$ cat src/bit_template_command_builder_core_assert.svh
// Assertion macros for the template command builder.
// Used by the top level only; needs nothing else.
`ifndef BIT_TEMPLATE_COMMAND_BUILDER_CORE_ASSERT_SVH
`define BIT_TEMPLATE_COMMAND_BUILDER_CORE_ASSERT_SVH

// Same-cycle implication, disabled while in reset.
`define BTCB_ASSERT_NOW(label, clk, rst_n, ante, cons) \
	label: assert property (@(posedge clk) disable iff (!(rst_n)) (ante) |-> (cons)) \
		else $error("btcb assertion failed");

// Next-cycle implication, disabled while in reset.
`define BTCB_ASSERT_NEXT(label, clk, rst_n, ante, cons) \
	label: assert property (@(posedge clk) disable iff (!(rst_n)) (ante) |=> (cons)) \
		else $error("btcb assertion failed");

`endif

$ cat src/btcb_pkg.sv
// Shared types, constants and slot functions of the template command builder.
// No dependencies.
package btcb_pkg;

	localparam int CMD_BYTES = 4;
	localparam int CMD_BITS  = CMD_BYTES * 8;
	localparam int SLOT_W    = $clog2(CMD_BITS + 1);
	localparam int IDX_W     = $clog2(CMD_BITS);

	// template character codes
	localparam logic [7:0] SYM_ONE  = 8'h31;
	localparam logic [7:0] SYM_ADDR = 8'h61;
	localparam logic [7:0] SYM_DATA = 8'h69;
	localparam logic [7:0] SYM_DIG0 = 8'h30;
	localparam logic [7:0] SYM_DIG9 = 8'h39;

	localparam logic [6:0] SHIFT_MAX   = 7'd99;
	localparam logic [6:0] ADDR_BITS   = 7'd32;
	localparam logic [3:0] DATA_BITS   = 4'd8;
	localparam logic [9:0] DEC_RADIX   = 10'd10;

	typedef struct packed {
		logic [CMD_BITS-1:0] word;
		logic [SLOT_W-1:0]   slot_count;
		logic [3:0]          data_left;
		logic                in_tok;
		logic [6:0]          shift;
		logic                ovf;
	} btcb_state_t;

	typedef struct packed {
		logic [31:0] command;
		logic        too_long;
	} btcb_result_t;

	function automatic btcb_state_t state_reset();
		btcb_state_t r;
		r.word       = '0;
		r.slot_count = '0;
		r.data_left  = DATA_BITS;
		r.in_tok     = 1'b0;
		r.shift      = '0;
		r.ovf        = 1'b0;
		return r;
	endfunction

	// place one bit in the next slot, MSB first; flag overflow when full
	function automatic btcb_state_t put_slot(btcb_state_t s, logic b);
		btcb_state_t       r;
		logic [SLOT_W-1:0] pos;
		r   = s;
		pos = SLOT_W'(CMD_BITS - 1) - s.slot_count;
		if (s.slot_count < SLOT_W'(CMD_BITS)) begin
			if (b) begin
				r.word[pos[IDX_W-1:0]] = 1'b1;
			end
			r.slot_count = s.slot_count + 1'b1;
		end else begin
			r.ovf = 1'b1;
		end
		return r;
	endfunction

	// finish an address token: address bit at the shift, zero past bit 31
	function automatic btcb_state_t close_tok(btcb_state_t s, logic [31:0] addr);
		btcb_state_t r;
		logic        b;
		b        = (s.shift < ADDR_BITS) ? addr[s.shift[4:0]] : 1'b0;
		r        = put_slot(s, b);
		r.in_tok = 1'b0;
		r.shift  = '0;
		return r;
	endfunction

	// low 32 bits of the command word, zero extended for short commands
	function automatic logic [31:0] cmd_low(logic [CMD_BITS-1:0] w);
		logic [63:0] w64;
		w64 = 64'(w);
		return w64[31:0];
	endfunction

endpackage

$ cat src/btcb_if.sv
// Valid/ready channel interfaces for template characters and command words.
// Depends on nothing.
interface btcb_in_if;
	logic        valid;
	logic        ready;
	logic [7:0]  symbol;
	logic [31:0] address;
	logic [7:0]  data_byte;
	logic        last;

	modport source (output valid, output symbol, output address, output data_byte,
		output last, input ready);
	modport sink (input valid, input symbol, input address, input data_byte,
		input last, output ready);
endinterface

interface btcb_out_if;
	logic        valid;
	logic        ready;
	logic [31:0] command;
	logic        too_long;

	modport source (output valid, output command, output too_long, input ready);
	modport sink (input valid, input command, input too_long, output ready);
endinterface

$ cat src/btcb_slot_update.sv
// Per-character next-state logic of the template command builder.
// Depends on btcb_pkg.
module btcb_slot_update (
	input  btcb_pkg::btcb_state_t  cur,
	input  logic [7:0]             symbol,
	input  logic [31:0]            address,
	input  logic [7:0]             data_byte,
	input  logic                   last,
	output btcb_pkg::btcb_state_t  nxt,
	output btcb_pkg::btcb_result_t res
);
	import btcb_pkg::*;

	logic        is_digit;
	logic [9:0]  dec_sum;
	btcb_state_t s;
	logic [3:0]  left_dec;
	logic        data_bit;

	assign is_digit = (symbol >= SYM_DIG0) && (symbol <= SYM_DIG9);
	// decimal shift accumulate; digit value is the low nibble
	assign dec_sum  = {3'b000, cur.shift} * DEC_RADIX + {6'b000000, symbol[3:0]};
	assign left_dec = cur.data_left - 4'd1;

	always_comb begin
		s        = cur;
		data_bit = 1'b0;
		if (cur.in_tok && is_digit) begin
			s.shift = (dec_sum > {3'b000, SHIFT_MAX}) ? SHIFT_MAX : dec_sum[6:0];
		end else begin
			if (cur.in_tok) begin
				s = close_tok(s, address);
			end
			case (symbol)
				SYM_ADDR: begin
					s.in_tok = 1'b1;
					s.shift  = '0;
				end
				SYM_ONE: begin
					s = put_slot(s, 1'b1);
				end
				SYM_DATA: begin
					// next data bit, MSB first; zero once exhausted
					if ((cur.data_left != 4'd0) && (cur.data_left <= DATA_BITS)) begin
						s.data_left = left_dec;
						data_bit    = data_byte[left_dec[2:0]];
					end
					s = put_slot(s, data_bit);
				end
				default: begin
					s = put_slot(s, 1'b0);
				end
			endcase
		end

		// final character: flush an open token, emit, clear
		if (last && s.in_tok) begin
			s = close_tok(s, address);
		end
		res.command  = cmd_low(s.word);
		res.too_long = s.ovf;
		nxt          = last ? state_reset() : s;
	end

endmodule

$ cat src/btcb_out_reg.sv
// Output register for finished command words, drives the result channel.
// Depends on btcb_pkg and btcb_out_if.
module btcb_out_reg (
	input  logic                   clk,
	input  logic                   arst_n,
	input  logic                   load,
	input  btcb_pkg::btcb_result_t res,
	output logic                   can_load,
	btcb_out_if.source             cmd
);
	import btcb_pkg::*;

	logic         valid_q;
	btcb_result_t res_q;

	assign can_load     = !valid_q || cmd.ready;
	assign cmd.valid    = valid_q;
	assign cmd.command  = res_q.command;
	assign cmd.too_long = res_q.too_long;

	// valid flag: set on load, cleared when the word is taken
	always_ff @(posedge clk or negedge arst_n) begin
		if (!arst_n) begin
			valid_q <= 1'b0;
		end else if (load) begin
			valid_q <= 1'b1;
		end else if (cmd.ready) begin
			valid_q <= 1'b0;
		end
	end

	// payload
	always_ff @(posedge clk) begin
		if (load) begin
			res_q <= res;
		end
	end

endmodule

$ cat src/bit_template_command_builder_core.sv
// Template command builder: one template character per cycle, back to back, except
// while a last character waits for the output register. A character is registered at
// acceptance and then folded into the template state; the command word is valid once
// it is loaded into the output register. A stalled result holds only last characters.
// arst_n clears the pipeline, output valid and template state (data bit count to eight).
module bit_template_command_builder_core (
	input  logic       clk,
	input  logic       arst_n,
	btcb_in_if.sink    tmpl,
	btcb_out_if.source cmd
);
	import btcb_pkg::*;
	`include "bit_template_command_builder_core_assert.svh"

	logic         valid_s1;
	logic [7:0]   symbol_s1;
	logic [31:0]  address_s1;
	logic [7:0]   data_byte_s1;
	logic         last_s1;
	btcb_state_t  state_q;
	btcb_state_t  state_nxt;
	btcb_result_t res;
	logic         can_load;
	logic         advance;
	logic         state_is_reset;

	// stage 1 moves on unless a last character meets a full output register
	assign advance    = valid_s1 && (!last_s1 || can_load);
	assign tmpl.ready = !valid_s1 || advance;

	// input register valid
	always_ff @(posedge clk or negedge arst_n) begin
		if (!arst_n) begin
			valid_s1 <= 1'b0;
		end else if (tmpl.ready) begin
			valid_s1 <= tmpl.valid;
		end
	end

	// input register payload
	always_ff @(posedge clk) begin
		if (tmpl.valid && tmpl.ready) begin
			symbol_s1    <= tmpl.symbol;
			address_s1   <= tmpl.address;
			data_byte_s1 <= tmpl.data_byte;
			last_s1      <= tmpl.last;
		end
	end

	// template state
	always_ff @(posedge clk or negedge arst_n) begin
		if (!arst_n) begin
			state_q <= state_reset();
		end else if (advance) begin
			state_q <= state_nxt;
		end
	end

	btcb_slot_update u_update (
		.cur       (state_q),
		.symbol    (symbol_s1),
		.address   (address_s1),
		.data_byte (data_byte_s1),
		.last      (last_s1),
		.nxt       (state_nxt),
		.res       (res)
	);

	btcb_out_reg u_out (
		.clk      (clk),
		.arst_n   (arst_n),
		.load     (advance && last_s1),
		.res      (res),
		.can_load (can_load),
		.cmd      (cmd)
	);

	// template state back at its reset value
	assign state_is_reset = (state_q == state_reset());

	`BTCB_ASSERT_NEXT(a_emit_valid, clk, arst_n, advance && last_s1, cmd.valid)
	`BTCB_ASSERT_NEXT(a_clear_after_last, clk, arst_n, advance && last_s1, state_is_reset)
	`BTCB_ASSERT_NOW(a_ovf_only_full, clk, arst_n, state_q.ovf, state_q.slot_count == SLOT_W'(CMD_BITS))

endmodule

$ cat src/flat_wrapper.sv
// flat-port wrapper written by rule: the top's interface ports become plain ports
module bit_template_command_builder_core_flat import btcb_pkg::*;
  (clk, arst_n, tmpl_valid, tmpl_symbol, tmpl_address, tmpl_data_byte, tmpl_last, tmpl_ready, cmd_valid, cmd_command, cmd_too_long, cmd_ready);
  btcb_in_if tmpl_i ();
  btcb_out_if cmd_i ();
  input  logic clk;
  input  logic arst_n;
  input wire logic [$bits(tmpl_i.valid)-1:0] tmpl_valid;
  input wire logic [$bits(tmpl_i.symbol)-1:0] tmpl_symbol;
  input wire logic [$bits(tmpl_i.address)-1:0] tmpl_address;
  input wire logic [$bits(tmpl_i.data_byte)-1:0] tmpl_data_byte;
  input wire logic [$bits(tmpl_i.last)-1:0] tmpl_last;
  output wire logic [$bits(tmpl_i.ready)-1:0] tmpl_ready;
  output wire logic [$bits(cmd_i.valid)-1:0] cmd_valid;
  output wire logic [$bits(cmd_i.command)-1:0] cmd_command;
  output wire logic [$bits(cmd_i.too_long)-1:0] cmd_too_long;
  input wire logic [$bits(cmd_i.ready)-1:0] cmd_ready;
  assign tmpl_i.valid = tmpl_valid;
  assign tmpl_i.symbol = tmpl_symbol;
  assign tmpl_i.address = tmpl_address;
  assign tmpl_i.data_byte = tmpl_data_byte;
  assign tmpl_i.last = tmpl_last;
  assign tmpl_ready = tmpl_i.ready;
  assign cmd_valid = cmd_i.valid;
  assign cmd_command = cmd_i.command;
  assign cmd_too_long = cmd_i.too_long;
  assign cmd_i.ready = cmd_ready;
  bit_template_command_builder_core u_core (.clk(clk), .arst_n(arst_n), .tmpl(tmpl_i), .cmd(cmd_i));
endmodule
$ cat config.mk
export PLATFORM = sky130hd
export DESIGN_NAME = bit_template_command_builder_core_flat
export DESIGN_NICKNAME = d
export VERILOG_FILES = /design/src/btcb_pkg.sv /design/src/btcb_if.sv /design/src/btcb_slot_update.sv /design/src/btcb_out_reg.sv /design/src/bit_template_command_builder_core.sv /design/src/flat_wrapper.sv
export VERILOG_INCLUDE_DIRS = /design/src /design/src/src
export SDC_FILE = /design/constraint.sdc
export NUM_CORES = 1
export LEC_CHECK = 0
export BUFFER_PORTS_ARGS = -buffer_cell sky130_fd_sc_hd__buf_2
export CORE_ASPECT_RATIO = 1.1
export CORE_MARGIN = 1.5
export CORE_UTILIZATION = 46
export CTS_BUF_LIST = sky130_fd_sc_hd__clkbuf_8
export DETAILED_ROUTE_END_ITERATION = 6
export GPL_ROUTABILITY_DRIVEN = 0
export GPL_TIMING_DRIVEN = 0
export PLACE_DENSITY = 0.65
export SYNTH_ARGS = -nofsm -noshare
export SYNTH_HDL_FRONTEND = slang
export SYNTH_SLANG_ARGS = --single-unit
export TNS_END_PERCENT = 20
$ cat constraint.sdc
create_clock -name clk -period 5.1 [get_ports clk]
set_input_delay 1.02 -clock clk [delete_from_list [all_inputs] [get_ports clk]]
set_output_delay 1.02 -clock clk [all_outputs]
set_load 0.01 [all_outputs]
==> run summary, run 1 <==
Initial Util - 0.471
H-Tree Depth - 4
GRT met2 Usage - 0.377
Core area - 0.0164 sq mm
Number of flops mapped to enable cells by yosys - 82
Final Max Tran Viols - 0
Number of max-cap violations - 0
Fin crit share - 0.964
Grt met3 use - 0.0421
DR DRC count - 0
Clock power share - 0.337
Clock Latency Late Sink - 0.46 ns
Comb pwr share - 0.130
Clock Tree Root - clkbuf_8
Final #Nets - 928
Syn_nets - 820
First-pass GRT wire length - 30800 um
Placed insts - 1030
Seq/Total Area, Yosys - 0.491
Routed vias/inst - 6.02
Worst-path clk slew - 0.07 ns
Predominant post-synthesis flop cell - edfxtp_1
Final hold violations - 0
Peak supply drop - 0.000167 V
Layout area overhead - 14.2%
CTS max path bufs - 2
DIE WIDTH - 127 um
Switching portion of total power - 0.279
Bufs and invs on worst path - 3
Synth Instances - 738
Global Route met1 Usage - 0.268
Tot Pwr - 2.31 mW
Crit path max-delay family - compound AO/OA/AOI/OAI gates
Upper clock frequency limit - 203 MHz
Vias - 6404
Worst hold path type - reg -> reg
Initial DRC Count - 530
Worst setup SP type - register
Dpl hpwl - 14300 um
CP endpoint kind - register
Number of global-route vias before repair - 6203
Die ar. - 0.0176 sq mm
Yosys cell types - 72
Initial antenna violation count - 0
CP max-delay cell - dfrtp_2
Clock sink count - 135
DRT antenna net count - 0
Hold slack - 0.484 ns
Total Routing Usage GR - 0.226
Syn Area/Cell - 10.5 sq um
Tmin final - 4.91 ns
Post-Place Cell Area - 0.00843 sq mm
Initial DRT Pass Iterations - 5
I/O Pins - 88
Cell Area, Synth - 0.00772 sq mm
CP required - 5.35 ns
Die Height - 139 um
Hold bufs inserted after CTS - 0
Relative slew slack - 0.162
Least-Margin Pin Slew - 1.26 ns
Post-Place Setup Slack - -0.243 ns
Port bufs - 87
Cts bufs inserted - 17
Routed WL - 19300 um
Num rows - 49
Share of cells above drive strength 1 - 0.206
Delay of the slowest cell on the worst path - 0.48 ns
Flops & latches, synth - 135
Power per cell area - 263 mW/mm^2
GRT overflow - 0
Largest net degree at the start of global routing - 54
CP arrival - 5.17 ns
Crit Path Class - reg -> reg
Leakage - 3.48 nW
Psw - 0.646 mW
Number of diodes - 0
Finished Cell Area - 0.00881 sq mm
Wirelength per Cell - 18.2 um
Async set or reset register ratio after synthesis - 0.393
Most common cell after layout, fill and taps aside - nor2_1
RSZ-0062 raised after global routing - false
Worst setup margin - 0.185 ns
Setup-failing EPs final - 0
Clock skew - 0.0105 ns
Reg power frac - 0.533
P_int - 1.67 mW
Maximum fanout along the worst path - 10
Leading cell types in the layout, fill and taps excluded - 105 x nor2_1, 87 x buf_2, 82 x edfxtp_1
Gr busiest metal - met2
Status - finished, final reports clean
Cell Chain, Critical Path - ha_1 -> ha_1 -> inv_1 -> fa_2 -> nand2b_1 -> o2bb2ai_1 -> xnor3_1 -> or3b_4 -> a221o_2 -> o31a_4 -> buf_6 -> mux2i_1 -> mux2_2 -> a211oi_2 -> o211ai_4 -> buf_6 -> o41ai_2
Yosys warns - 0
Post-Layout Cell Count - 1063
TritonCTS clock tree - built
## cells in the mapped netlist, drive strengths merged, types with 3 or more instances
| cell type | count | area share |
|---|---|---|
| nor2 | 105 | 0.051 |
| edfxtp | 82 | 0.32 |
| a21oi | 71 | 0.046 |
| nand2 | 66 | 0.032 |
| dfrtp | 52 | 0.17 |
| o21ai | 38 | 0.025 |
| o22ai | 36 | 0.029 |
| ha | 27 | 0.044 |
| clkbuf | 23 | 0.011 |
| inv | 23 | 0.011 |
| o31ai | 21 | 0.021 |
| nand3 | 17 | 0.011 |
| mux4 | 13 | 0.038 |
| xnor2 | 13 | 0.017 |
| mux2i | 11 | 0.014 |
| nand2b | 11 | 0.0089 |
| buf | 10 | 0.0088 |
| nor2b | 9 | 0.0073 |
| a31oi | 8 | 0.0065 |
| o41ai | 8 | 0.016 |
| xor2 | 8 | 0.0091 |
| and2 | 7 | 0.0057 |
| or3 | 7 | 0.0057 |
| or2 | 6 | 0.0049 |
| nand4 | 5 | 0.0041 |
| a22o | 4 | 0.0045 |
| nor3 | 4 | 0.0032 |
| a21o | 3 | 0.0029 |
| a31o | 3 | 0.0034 |
| and3 | 3 | 0.0024 |
| mux2 | 3 | 0.0044 |
| or4 | 3 | 0.0029 |
## tightest hold or removal path, delay by kind of cell (launching register included)
kind,cells,cell delay (ns)
flops,1,0.39
buf+inv,1,0.05
compound gates,1,0.05
## final cells by class
type / count / area, sq um
flip-flops and latches: 135 / 3790
clock inverters: 13 / 82.6
clock buffers: 19 / 262
fillers: 1476 / 7560
inverters: 23 / 86.3
well taps: 204 / 255
repair buffers: 89 / 465
plain buffers: 33 / 155
multi-input cells: 547 / 3710
## power by group through the flow
| stage | clock network [mW] | logic, mW | registers [mW] |
|---|---|---|---|
| 2_1_floorplan | 0 | 0.191 | 1.26 |
| 3_3_place_gp | 0 | 0.284 | 1.26 |
| 3_5_place_dp | 0 | 0.297 | 1.26 |
| 4_1_cts | 0.795 | 0.299 | 1.23 |
| 5_1_grt | 0.846 | 0.333 | 1.24 |
| 6_report | 0.779 | 0.301 | 1.23 |
## sequential cells by signal (all words and copies together), names as in the netlist
name and cells:
u_core.state_q 51, u_core.u_out.cmd.valid 1, u_core.data_byte_s1 8, u_core.u_out.cmd.command 32
u_core.u_out.cmd.too_long 1, u_core.valid_s1 1, u_core.address_s1 32, u_core.symbol_s1 8
u_core.last_s1 1
## final timing paths
| path | from | endpoint | slack [ns] | depth (start not counted) |
|---|---|---|---|---|
| min in group asynchronous | arst_n | u_core.state_q[23] | 0.61 | 1 |
| max in group asynchronous | arst_n | u_core.state_q[4] | 3.97 | 1 |
| setup reg to reg | u_core.state_q[2] | u_core.u_out.cmd.command[31] | 0.19 | 17 |
| setup / recovery | u_core.state_q[2] | u_core.u_out.cmd.command[31] | 0.19 | 17 |
| hold reg to reg | u_core.state_q[12] | u_core.state_q[12] | 0.48 | 2 |
| hold / removal | u_core.state_q[12] | u_core.state_q[12] | 0.48 | 2 |
## through the flow
stage / util / TNS [ns]
6_report: 0.538 / 0
4_1_cts: 0.537 / 0
2_1_floorplan: - / 0
3_3_place_gp: 0.514 / -2.68
3_5_place_dp: 0.515 / -3.77
5_1_grt: 0.538 / 0
## logic make-up after synthesis
family	Yosys count	share of synthesized area
flops	135	0.491
mux	27	0.0571
xor+xnor	24	0.0352
fa+ha+maj	29	0.0490
simple gates	251	0.148
compound gates	216	0.189
buf+inv	56	0.0311
## per-layer routing
layer  up-vias  share of wire
li1       2956              -
met1      3064           0.39
met2       312           0.48
met3        72          0.067
met4         0          0.055
met5         -              0
## timing repair
action | CTS | global route
resized for setup | 3 | 5
endpoints found under the setup margin | 32 | 24
pin swaps | 1 | 0
setup buffers | 1 | 0
(Power assumes the default switching activity.)
==> run 2, diff against run 1 <==
ABC_CLOCK_PERIOD_IN_PS = 5100   (was default)
CTS_BUF_LIST = sky130_fd_sc_hd__clkbuf_16   (was sky130_fd_sc_hd__clkbuf_8)
==> run 2 against run 1 <==
  * Global-route usage is 0.24 points higher
  * Cell count is the same
  * Register-to-register slack worse by 0.03 ns
  * First-iteration DRC count grew 7.7%
  * Worst setup slack worse by 0.034 ns
  * Sequential power about the same
  * Core utilization up 1.1 points
  * Clock power is 39% higher
  * Die area did not move
  * Clock-buffer cell count decreased by 2
  * Critical endpoint is now u_core.u_out.cmd.command[28]
==> run summary, run 2 (synthesis results as in run 1) <==
Status - finished, final reports clean (unchanged)
Routed WL - 19500 um (was 19300 um)
Initial DRT Pass Iterations - 6 (was 5)
Tmin final - 4.95 ns (was 4.91 ns)
Port bufs - 87 (unchanged)
First-pass GRT wire length - 31000 um (was 30800 um)
CP required - 5.31 ns (was 5.35 ns)
Leakage - 3.56 nW (was 3.48 nW)
Clock Latency Late Sink - 0.43 ns (was 0.46 ns)
Initial Util - 0.471 (unchanged)
Post-Place Cell Area - 0.00843 sq mm (unchanged)
DRT antenna net count - 0 (unchanged)
Routed vias/inst - 6.01 (was 6.02)
Register Area - 0.00379 sq mm (unchanged)
Final #Nets - 928 (unchanged)
R2R Setup Slk - 0.15 ns (was 0.19 ns)
GRT overflow - 0 (unchanged)
Initial antenna violation count - 0 (unchanged)
Maximum fanout along the worst path - 10 (unchanged)
TritonCTS clock tree - built (unchanged)
Number of max-cap violations - 0 (unchanged)
Core area - 0.0164 sq mm (unchanged)
Share of cells above drive strength 1 - 0.204 (was 0.206)
I/O Pins - 88 (unchanged)
Postcts setup bufs - 0 (was 1)
Initial DRC Count - 571 (was 530)
Worst hold path type - reg -> reg (unchanged)
H-Tree Depth - 4 (unchanged)
Final hold violations - 0 (unchanged)
Cts bufs inserted - 17 (unchanged)
Num rows - 49 (unchanged)
Area of the multi-input gates - 0.00371 sq mm (unchanged)
Least-Margin Pin Slew - 1.24 ns (was 1.26 ns)
Die ar. - 0.0176 sq mm (unchanged)
Power per cell area - 291 mW/mm^2 (was 263 mW/mm^2)
Post-Place Setup Slack - -0.243 ns (unchanged)
Clock Tree Root - clkbuf_16 (was clkbuf_8)
Relative slew slack - 0.170 (was 0.162)
Largest net degree at the start of global routing - 54 (unchanged)
Max reg flops - 51 (unchanged)
Wirelength per Cell - 18.3 um (was 18.2 um)
Die Height - 139 um (unchanged)
Clock skew - 0.00648 ns (was 0.0105 ns)
Clock sink count - 135 (unchanged)
Vias - 6392 (was 6404)
CTS max path bufs - 2 (unchanged)
Upper clock frequency limit - 202 MHz (was 203 MHz)
Finished Cell Area - 0.00899 sq mm (was 0.00881 sq mm)
DR DRC count - 0 (unchanged)
Worst setup SP type - register (unchanged)
Layout area overhead - 16.5% (was 14.2%)
Worst-path clk slew - 0.06 ns (was 0.07 ns)
Most common cell after layout, fill and taps aside - nor2_1 (unchanged)
Number of diodes - 0 (unchanged)
CP arrival - 5.16 ns (was 5.17 ns)
Dpl hpwl - 14300 um (unchanged)
CP endpoint kind - register (unchanged)
Final Max Tran Viols - 0 (unchanged)
Total Routing Usage GR - 0.228 (was 0.226)
Worst setup margin - 0.151 ns (was 0.185 ns)
Setup-failing EPs final - 0 (unchanged)
Number of global-route vias before repair - 6241 (was 6203)
Crit Path Class - reg -> reg (unchanged)
Register with the most flip-flops - u_core.state_q (unchanged)
Peak supply drop - 0.000265 V (was 0.000167 V)
Fin crit share - 0.970 (was 0.964)
Fillers - 1454 (was 1476)
DIE WIDTH - 127 um (unchanged)
Leading cell types in the layout, fill and taps excluded - 105 x nor2_1, 88 x buf_2, 82 x edfxtp_1 (was 105 x nor2_1, 87 x buf_2, 82 x edfxtp_1)
[run 2: worst paths after layout]
path | startpoint | end | cells after the start
min in group asynchronous | arst_n | u_core.state_q[34] | 1
worst max-delay path | u_core.state_q[2] | u_core.u_out.cmd.command[28] | 17
worst max register to register | u_core.state_q[2] | u_core.u_out.cmd.command[28] | 17
worst min-delay path | u_core.state_q[12] | u_core.state_q[12] | 2
max in group asynchronous | arst_n | u_core.state_q[12] | 2
worst min register to register | u_core.state_q[12] | u_core.state_q[12] | 2
[run 2: metal layers]
layer | routed length, um | vias to the layer above | share of wire | global-route usage
met1 | 7620 | 3059 | 0.39 | 0.267
met3 | 1290 | 74 | 0.066 | 0.0463
met5 | 0 | - | 0 | 0
met4 | 1020 | 0 | 0.052 | 0.140
li1 | - | 2963 | - | -
met2 | 9560 | 296 | 0.49 | 0.386
[run 2: metrics by stage]
stage                     setup TNS (ns)  hold slack (ns)  power [mW]   util  cells
after floorplan                        0            0.450        1.45      -    738
after global placement             -2.68            0.462        1.54  0.514   1029
after detailed placement           -3.77            0.472        1.56  0.515   1030
after CTS                              0            0.480        2.63  0.547   1062
after global routing           -0.000289            0.491        2.72  0.549   1063
final                                  0            0.482        2.62  0.549   1063
[run 2: critical path, cell delays in order, from the launching register on]
cell and delay [ns]:
dfrtp_2 0.48, ha_1 0.32, ha_1 0.16, inv_1 0.06, fa_2 0.38, nand2b_1 0.16, o2bb2ai_1 0.17, xnor3_1 0.23
or3b_4 0.40, a221o_2 0.40, o31a_4 0.37, buf_6 0.16, mux2i_1 0.12, mux2_2 0.26, o2111ai_1 0.32, o211ai_4 0.19
buf_6 0.20, o41ai_2 0.34
[run 2: timing repair]
item,4_1_cts,5_1_grt
gates resized for setup,2,6
pin swaps,0,0
hold buffers,0,0
endpoints found under the setup margin,32,24
[run 2: cell type report]
cell class,count,area share
repair buffers,89,0.0529
multi-input cells,547,0.413
plain buffers,33,0.0173
clock buffers,17,0.0473
well taps,204,0.0284
clock inverters,15,0.0100
inverters,23,0.00960
flip-flops and latches,135,0.422
[run 2: power breakdown]
part           switching [mW]  total [mW]  internal (mW)  leakage (nW)
logic                   0.198       0.302          0.104          1.79
clock network           0.468        1.08          0.609         0.249
registers              0.0245        1.24           1.21          1.52
==> run 3, diff against run 2 <==
BUFFER_PORTS_ARGS = -buffer_cell sky130_fd_sc_hd__buf_4   (was -buffer_cell sky130_fd_sc_hd__buf_2)
PLACE_DENSITY = default   (was 0.65)
SYNTH_HIERARCHICAL = 1   (was default)
==> run 3 against run 2 <==
  * Cell area grew 9.4%
  * Sequential cell count is the same
  * Largest cell class is now multi-input gates
  * Critical path type unchanged
  * Worst setup slack gained 0.080 ns
  * Maximum frequency grew 1.6%
  * Clock-buffer cell count is the same
  * Worst hold slack gained 0.024 ns
  * Sequential share of layout area shrank 3.6 points
  * Cell count grew 3.3%
  * Synthesized cell count grew 0.27%
  * Global-route usage grew 0.30 points
  * Via count is essentially flat
==> run summary, run 3 <==
Largest area contributor in the netlist - edfxtp_1 (unchanged)
First-pass GRT wire length - 32800 um (was 31000 um)
TritonCTS clock tree - built (unchanged)
CP required - 5.26 ns (was 5.31 ns)
CP arrival - 5.03 ns (was 5.16 ns)
Maximum fanout along the worst path - 10 (unchanged)
Fillers - 1575 (was 1454)
Relative slew slack - 0.298 (was 0.170)
Clock Latency Late Sink - 0.43 ns (about the same)
GRT overflow - 0 (unchanged)
Postcts setup bufs - 0 (unchanged)
Hold Path Depth - 1 (was 2)
Layout area overhead - 18.4% (was 16.5%)
Crit Path Class - reg -> reg (unchanged)
I/O Pins - 88 (unchanged)
Register with the most flip-flops - u_core/state_q (was u_core.state_q)
Psw - 0.775 mW (was 0.690 mW)
Async set or reset register ratio after synthesis - 0.393 (unchanged)
Routed vias/inst - 5.82 (was 6.01)
Tmin final - 4.87 ns (was 4.95 ns)
CP max-delay cell - a2111oi_2 (was dfrtp_2)
Wirelength per Cell - 18.9 um (was 18.3 um)
Syn_nets - 821 (was 820)
Total Routing Usage GR - 0.231 (was 0.228)
Setup TNS - 0 ns (unchanged)
End of the worst hold path - u_core/state_q[22] (was u_core.state_q[12])
Initial DRT Pass Iterations - 5 (was 6)
Port bufs - 87 (unchanged)
Number of max-cap violations - 0 (unchanged)
Yosys cell types - 81 (was 72)
Worst setup SP type - register (unchanged)
Top cell type's share of synthesized area - 0.297 (was 0.319)
Fin crit share - 0.955 (was 0.970)
R2R Setup Slk - 0.23 ns (was 0.15 ns)
Share of cells above drive strength 1 - 0.320 (was 0.204)
Tot Pwr - 2.76 mW (was 2.62 mW)
Leakage - 3.88 nW (was 3.56 nW)
Max reg flops - 51 (unchanged)
Worst-path clk slew - 0.06 ns (about the same)
Final hold violations - 0 (unchanged)
Delay of the slowest cell on the worst path - 0.49 ns (was 0.48 ns)
Synth Instances - 740 (was 738)
Most common cell after layout, fill and taps aside - buf_4 (was nor2_1)
Number of flops mapped to enable cells by yosys - 82 (unchanged)
Dpl hpwl - 14900 um (was 14300 um)
Seq/Total Area, Yosys - 0.457 (was 0.491)
Reg power frac - 0.449 (was 0.473)
Upper clock frequency limit - 205 MHz (was 202 MHz)
Final Max Tran Viols - 0 (unchanged)
RSZ-0062 raised after global routing - false
CTS max path bufs - 2 (unchanged)
P_int - 1.99 mW (was 1.93 mW)
H-Tree Depth - 4 (unchanged)
Die Height - 144 um (was 139 um)
Worst r2r src - u_core/state_q[2] (was u_core.state_q[2])
Status - finished, final reports clean (unchanged)
Clock power share - 0.411 (was 0.412)
Cell Area, Synth - 0.00830 sq mm (was 0.00772 sq mm)
DIE WIDTH - 131 um (was 127 um)
Clock skew - 0.0112 ns (was 0.00648 ns)
Worst Reg2Reg Path Length in Cells - 15 (was 17)
Cts bufs inserted - 17 (unchanged)
Cell Chain, Critical Path - ha_1 -> ha_1 -> inv_1 -> fa_1 -> clkbuf_2 -> a2111oi_2 -> nand3_1 -> o221ai_1 -> o21ai_1 -> buf_2 -> a211oi_1 -> o31ai_1 -> o22ai_2 -> buf_2 -> o31ai_2 (was ha_1 -> ha_1 -> inv_1 -> fa_2 -> nand2b_1 -> o2bb2ai_1 -> xnor3_1 -> or3b_4 -> a221o_2 -> o31a_4 -> buf_6 -> mux2i_1 -> mux2_2 -> o2111ai_1 -> o211ai_4 -> buf_6 -> o41ai_2)
Syn Area/Cell - 11.2 sq um (was 10.5 sq um)
Yosys warns - 6 (was 0)
Core area - 0.0177 sq mm (was 0.0164 sq mm)
Initial Util - 0.470 (was 0.471)
Largest net degree at the start of global routing - 54 (unchanged)
Number of global-route vias before repair - 6343 (was 6241)
Post-Place Cell Area - 0.00927 sq mm (was 0.00843 sq mm)
Routed WL - 20800 um (was 19500 um)
Least-Margin Pin Slew - 1.04 ns (was 1.24 ns)
Bufs and invs on worst path - 4 (was 3)
Num rows - 51 (was 49)
CP endpoint kind - register (unchanged)
Die ar. - 0.0189 sq mm (was 0.0176 sq mm)
Peak supply drop - 0.000224 V (was 0.000265 V)
Clock sink count - 135 (unchanged)
Top cells by count, synth - 84 x nand2_1, 82 x edfxtp_1, 63 x nor2_1 (was 105 x nor2_1, 82 x edfxtp_1, 71 x a21oi_1)
Number of diodes - 0 (unchanged)
Finished Cell Area - 0.00983 sq mm (was 0.00899 sq mm)
Initial DRC Count - 483 (was 571)
Initial antenna violation count - 0 (unchanged)
Power per cell area - 281 mW/mm^2 (was 291 mW/mm^2)
Predominant post-synthesis flop cell - edfxtp_1 (unchanged)
Worst hold path type - reg -> reg (unchanged)
DRT antenna net count - 0 (unchanged)
DR DRC count - 0 (unchanged)
Hold slack - 0.506 ns (was 0.482 ns)
Worst hold path startpoint - u_core/state_q[22] (was u_core.state_q[12])
Clock Tree Root - clkbuf_16 (unchanged)
Flops & latches, synth - 135 (unchanged)
Leading cell types in the layout, fill and taps excluded - 88 x buf_4, 84 x nand2_1, 82 x edfxtp_1 (was 105 x nor2_1, 88 x buf_2, 82 x edfxtp_1)
Comb pwr share - 0.141 (was 0.115)
Switching portion of total power - 0.281 (was 0.264)
Setup-failing EPs final - 0 (unchanged)
Count leader, synth - nand2_1 (was nor2_1)
Largest cells by area after synthesis - edfxtp_1 30%, dfrtp_1 16%, mux2_2 5.6%, o31ai_2 4.5%, ha_1 3.9% (was edfxtp_1 32%, dfrtp_1 17%, nor2_1 5.1%, a21oi_1 4.6%, ha_1 4.4%)
Util after Layout - 0.556 (was 0.549)
Crit path max-delay family - compound AO/OA/AOI/OAI gates (unchanged)
Final #Nets - 928 (unchanged)
R2r endpoint - u_core/u_out/cmd.command[28] (was u_core.u_out.cmd.command[28])
Vias - 6394 (was 6392)
==> run 3: changes by cell type in the layout (fill, tap and decap cells not counted), sizes merged, moves of 15 or more <==
cell,previous run,this run
mux2,3,51
nor2,105,63
o21ai,38,8
nand2,66,84
o31ai,21,36
a21oi,71,55
==> run 3: power groups by stage <==
stage	logic (mW)	registers [mW]	clock network (mW)
after floorplan	0.232	1.26	0
after global placement	0.369	1.26	0
after detailed placement	0.387	1.26	0
after CTS	0.388	1.24	1.16
after global routing	0.422	1.25	1.22
final	0.388	1.24	1.13
==> run 3: worst register-to-register path, stage by stage (launching register included) <==
cell and delay (ns):
dfrtp_1 0.46, ha_1 0.33, ha_1 0.22, inv_1 0.07, fa_1 0.41, clkbuf_2 0.20
a2111oi_2 0.49, nand3_1 0.17, o221ai_1 0.38, o21ai_1 0.23, buf_2 0.24, a211oi_1 0.26
o31ai_1 0.16, o22ai_2 0.44, buf_2 0.39, o31ai_2 0.14
==> run 3: timing repair <==
| action | 4_1_cts | 5_1_grt |
|---|---|---|
| hold buffers | 0 | 0 |
| endpoints found under the setup margin | 0 | 30 |
| resized for setup | 0 | 5 |
==> run 3: cell type report <==
class / instances / area, sq um / area share
buffer: 43 / 315 / 0.0321
clock buffer: 17 / 425 / 0.0433
clock inverter: 15 / 118 / 0.0120
inverter: 25 / 93.8 / 0.00954
multi-input combinational: 537 / 4120 / 0.419
sequential: 135 / 3790 / 0.385
tap: 238 / 298 / 0.0303
timing repair buffer: 88 / 673 / 0.0685
==> run 3: layer usage <==
| metal | vias to the layer above | global-route usage | wire length, um |
|---|---|---|---|
| met4 | 0 | 0.109 | 646 |
| li1 | 2977 | - | - |
| met5 | - | 0 | 0 |
| met3 | 47 | 0.0503 | 1230 |
| met2 | 265 | 0.380 | 10300 |
| met1 | 3105 | 0.289 | 8670 |
==> run 3: how the worst max path moves through the flow <==
stage,start,slack [ns],cells past startpoint,to
6_report,u_core/state_q[2],0.23,15,u_core/u_out/cmd.command[28]
5_1_grt,u_core/state_q[2],0.001,15,u_core/u_out/cmd.command[28]
4_1_cts,u_core/state_q[2],0.19,15,u_core/u_out/cmd.command[3]
3_5_place_dp,u_core/state_q[2],0.23,15,u_core/u_out/cmd.command[3]
3_3_place_gp,u_core/state_q[2],0.25,15,u_core/u_out/cmd.command[28]
2_1_floorplan,u_core/state_q[2],1.17,16,u_core/u_out/cmd.command[21]
==> run 3: cells by family after synthesis <==
kind of cell | count (synthesis) | share of synthesized area
compound gates | 182 | 0.174
simple gates | 233 | 0.135
flops | 135 | 0.457
xor+xnor | 23 | 0.0252
mux | 71 | 0.116
buf+inv | 68 | 0.0488
fa+ha+maj | 28 | 0.0440
==> run 3: stage by stage <==
stage / setup slack (ns) / cells
after floorplan: 1.17 / 740
after global placement: 0.251 / 1065
after detailed placement: 0.227 / 1066
after CTS: 0.191 / 1098
after global routing: 0.00149 / 1098
final: 0.232 / 1098
